===== src/hw/rtl/uveu_sqrt_pipe.sv =====
// Integer square root (floor), one result bit per register stage.
module uveu_sqrt_pipe #(
  parameter int SW = 64,
  parameter int TW = 1
) (
  input  logic            clk_i,
  input  logic            rst_ni,
  input  logic            valid_i,
  input  logic [SW-1:0]   rad_i,
  input  logic [TW-1:0]   tag_i,
  output logic            valid_o,
  output logic [SW/2-1:0] root_o,
  output logic [TW-1:0]   tag_o
);

  localparam int RW = SW / 2;

  logic [SW-1:0] rem_q [RW];
  logic [SW-1:0] res_q [RW];
  logic [TW-1:0] tag_q [RW];
  logic          vld_q [RW];

  for (genvar k = 0; k < RW; k++) begin : g_stage
    localparam int B = SW - 2 - 2 * k;
    logic [SW-1:0] rem_in;
    logic [SW-1:0] res_in;
    logic [TW-1:0] tag_in;
    logic          vld_in;
    logic [SW:0]   trial;
    logic          ge;

    if (k == 0) begin : g_first
      assign rem_in = rad_i;
      assign res_in = '0;
      assign tag_in = tag_i;
      assign vld_in = valid_i;
    end else begin : g_next
      assign rem_in = rem_q[k-1];
      assign res_in = res_q[k-1];
      assign tag_in = tag_q[k-1];
      assign vld_in = vld_q[k-1];
    end

    // Try to take res + bit out of the remainder
    assign trial = {1'b0, res_in} + ((SW + 1)'(1) << B);
    assign ge    = ({1'b0, rem_in} >= trial);

    always_ff @(posedge clk_i or negedge rst_ni) begin
      if (!rst_ni) begin
        vld_q[k] <= 1'b0;
      end else begin
        vld_q[k] <= vld_in;
      end
    end

    always_ff @(posedge clk_i) begin
      rem_q[k] <= ge ? SW'({1'b0, rem_in} - trial) : rem_in;
      res_q[k] <= ge ? ((res_in >> 1) + (SW'(1) << B)) : (res_in >> 1);
      tag_q[k] <= tag_in;
    end
  end

  assign valid_o = vld_q[RW-1];
  assign root_o  = res_q[RW-1][RW-1:0];
  assign tag_o   = tag_q[RW-1];

endmodule


===== config.mk =====
export PLATFORM = sky130hd
export DESIGN_NAME = uveu_sqrt_pipe
export DESIGN_NICKNAME = d
export VERILOG_FILES = /design/src/hw/rtl/uveu_sqrt_pipe.sv
export SDC_FILE = /design/constraint.sdc
export NUM_CORES = 2
export LEC_CHECK = 0
export BUFFER_PORTS_ARGS = -buffer_cell sky130_fd_sc_hd__buf_2
export CORE_UTILIZATION = 37
export DETAILED_ROUTE_END_ITERATION = 12
export GPL_ROUTABILITY_DRIVEN = 0
export GPL_TIMING_DRIVEN = 0
export PLACE_DENSITY = 0.48
export SLEW_MARGIN = 20
export SYNTH_ARGS = -nofsm -noshare
export SYNTH_HDL_FRONTEND = slang
export SYNTH_MEMORY_MAX_BITS = 65536
export SYNTH_SLANG_ARGS = --single-unit

===== constraint.sdc =====
create_clock -name clk_i -period 4.3 [get_ports clk_i]
set_clock_uncertainty 0.15 [all_clocks]
set_input_delay 0.43 -clock clk_i [delete_from_list [all_inputs] [get_ports clk_i]]
set_output_delay 0.43 -clock clk_i [all_outputs]
set_load 0.01 [all_outputs]

==> impl_metrics.yaml <==
run_status:
  status: "completed"
route:
  wl_per_cell_um: 19.4
  via_per_inst: 5.08
  ant_nets: 0
  dr.pass1.iters: 5
  drt_iter0_drc: 4439
  drcViolationCount: 0
  vias: 69400
  drt-total-wl_um: 265000
logic_synthesis:
  synth_edf_count: 0
  synth_most_common_cell: "dfxtp_1"
  ys.warnings.count: 0
  netlist_instances: 9539
  yosys-top-cells-count: "dfxtp_1 (2544), inv_1 (667), a21oi_1 (591)"
  synth_nets: 10200
  synthFlopType: "dfxtp_1"
  seq_area_frac_synth: 0.536
  synth_top_area_frac: 0.528
  synth_area_sq_um: 96500
  synth_cell_type_count: 95
  synth_area_leaders: "dfxtp_1 (53%), ha_1 (7.2%), xnor2_1 (4.0%), xor2_1 (3.9%), a21oi_1 (3.1%)"
  postSynthAreaPerCell_sq_um: 10.1
  yosys_register_bits: 2576
  ys_async_sr_fraction: 0.0124
  synth_top_area_cell: "dfxtp_1"
placement:
  dpl.hpwl_um: 211000
  io_buffers: 101
die:
  die_w_um: 513
  io_pins: 102
  initial_core_util: 0.372
  dieArea_sq_um: 263000
  coreArea_sq_um: 259000
  die_y_um: 513
  std_cell_rows: 187
global_route:
  grt_overflow: 0
  grt_max_degree: 28
  grt_first_pass_wirelength_um: 405000
  track_usage: 0.197
  antenna_found_initial: 25
  grt_pass1_vias: 69100
final_layout:
  fillers: 24800
  fin_util: 0.434
  drive_above_1_share: 0.0822
  multi_input_area_sq_um: 41900
  final_nets: 10700
  syn2layout_area_growth_pct: 16.6
  seq_area_sq_um: 51700
setup_path:
  max_stage_delay_ns: 0.63
  critPathLaunch: "res_q[28][9]"
  r2r_end: "rem_q[7][117]"
  rr_startpoint: "res_q[28][9]"
  ff2ff_setup_slack_ns: 0.12
  critPathCaptureType: "flop"
  crit_end: "rem_q[7][117]"
  crit_path_top_delay_cell: "or4_1"
  worstPathMaxFanout: 8
  worst_path_dominant_cell_family: "simple AND/OR/NAND/NOR gates"
  r2r_cells: 13
  worstSetupStartpointType: "flop"
  timing.critical_path.cells: "inv_1 > ha_1 > and3_1 > nand4b_1 > or4_1 > nor3_2 > and3_1 > nor3_2 > or3_1 > clkbuf_1 > nor3_4 > or3b_1 > xnor2_1"
  crit_buf_inv: 2
  cp.arrival_ns: 4.72
  cp.required_ns: 4.85
  path_depth: 13
  critPathKind: "reg -> reg"
pwr:
  finalPower_mw: 77.6
  ir_drop_mv: 0.490
  p_per_area_nw_per_um2: 690
  leakagePower_nw: 51.1
sta:
  worstMarginPinSlew_ns: 1.21
  finalCriticalPeriod_ns: 4.18
  drv_slew: 0
  fin_crit_sh: 0.971
  fmax_ghz: 0.239
  finalSetupViolCount: 0
  slew_headroom: 0.187
  hold_viol: 0
clock_tree:
  path_clk_slew_ns: 0.06
  clock-sinks: 2576
  h-tree-depth: 5
  root_buffer: "clkbuf_16"
  clk_latency_ns: 0.88
  cts_tree: "done"
  clk_path_buf_depth: 4
  cts_inserted_buffers: 288
min_path:
  hold_class: "in -> reg"
run:
  max-cap-violations: 0
==> kinds of logic (layout without fill, tap and decap cells) <==
group                      count (synthesis)  after routing  share of synthesized area
muxes                                    108            108                     0.0124
xor gates and xnor gates                 865            865                     0.0785
adders and majority gates                558            558                     0.0723
and+or+nand+nor                         2765           2765                      0.150
other                                      0              4                          0
buffers and inverters                    862           1584                     0.0338
AOI/OAI and AO/OA                       1805           1805                      0.116
DFF                                     2576           2576                      0.536
==> worst register-to-register path, stage by stage (launching register included) <==
cell and delay (ns):
dfxtp_1 0.36, inv_1 0.05, ha_1 0.35, and3_1 0.19, nand4b_1 0.28, or4_1 0.63, nor3_2 0.28, and3_1 0.22
nor3_2 0.11, or3_1 0.37, clkbuf_1 0.20, nor3_4 0.31, or3b_1 0.39, xnor2_1 0.14
==> per-layer routing <==
metal,track usage,wire length (um)
met4,0.0565,7400
met1,0.263,123000
met2,0.326,122000
met3,0.0297,12100
met5,0,27
==> final cells by class <==
cell class,count,area share
well taps,3402,0.0378
inverters,671,0.0224
diodes,4,0.0000889
clock buffers,402,0.0743
multi-input cells,6101,0.372
flip-flops and latches,2576,0.460
repair buffers,233,0.0157
plain buffers,173,0.00625
clock inverters,105,0.0117
==> per-stage QoR <==
step | setup WS [ns] | area (sq um) | instances | TNS, ns | hold slack (ns)
6_report | 0.124 | 113000 | 13700 | 0 | 0.0753
3_5_place_dp | -0.889 | 101000 | 13000 | -71.21 | 0.162
4_1_cts | 0.00990 | 112000 | 13700 | 0 | 0.0000316
2_1_floorplan | 0.778 | 96500 | 9539 | 0 | -0.0156
5_1_grt | -0.00350 | 113000 | 13700 | -0.00350 | 0.0206
3_3_place_gp | -1.19 | 101000 | 13000 | -121.49 | 0.161
==> state kept, by name, indices dropped and copies added (netlist names) <==
signal,cells
rem_q,1984
res_q,528
tag_q,32
valid_o,1
g_stage.vld_in,31
==> power breakdown <==
part / switching (mW) / internal [mW]
logic: 10.7 / 8.09
registers: 4.99 / 29.2
clock network: 9.65 / 15.0
==> layout by cell type (no fill, tap or decap), types with 25 or more instances in the layout <==
cell type,netlist,routed
o21bai_1,44,44
dlygate4sd3_1,0,107
xnor2_1,438,438
nand2b_1,123,123
nand2_1,569,569
o21ai_0,425,420
clkinv_2,0,44
a31oi_1,43,40
and2_1,29,29
and3_1,47,47
a211oi_1,43,41
o21a_1,102,101
nor3_1,271,267
nand3b_1,28,28
a21oi_1,591,589
or2_2,36,36
nand4_1,179,179
clkbuf_16,0,295
mux2_2,94,94
nand3_1,143,139
clkbuf_8,1,59
clkbuf_1,170,182
or3_1,102,102
inv_1,667,667
or4_1,61,61
nor2b_1,75,74
dfxtp_1,2544,2544
xor2_1,427,427
nor4b_1,61,56
o211ai_1,30,30
nor4_1,340,328
o31ai_1,46,42
a21o_1,248,248
dfrtp_1,32,32
buf_2,6,109
nor2_1,587,587
ha_1,558,558
buf_4,0,25
==> how the worst min path moves through the flow <==
stage                           start                 end  slack [ns]  cells past startpoint
final                       rad_i[27]        rem_q[0][27]        0.08                      2
after detailed placement  tag_q[1][0]         tag_q[1][1]        0.16                      0
after floorplan                rst_ni  g_stage[10].vld_in       -0.02                      0
after global routing        rad_i[48]        rem_q[0][48]        0.02                      2
after global placement    tag_q[6][2]         tag_q[6][3]        0.16                      0
after CTS                    rad_i[5]         rem_q[0][5]     0.00003                      2
==> repair_timing <==
item                                   CTS  global route
endpoints found under the hold margin   99             0
setup endpoints to repair              336           309
resized for setup                       39            58
hold buffers                           107             0
buffers inserted                         5            18
pin swaps                                9            14
Note: power is estimated with default switching activity, not from simulation.
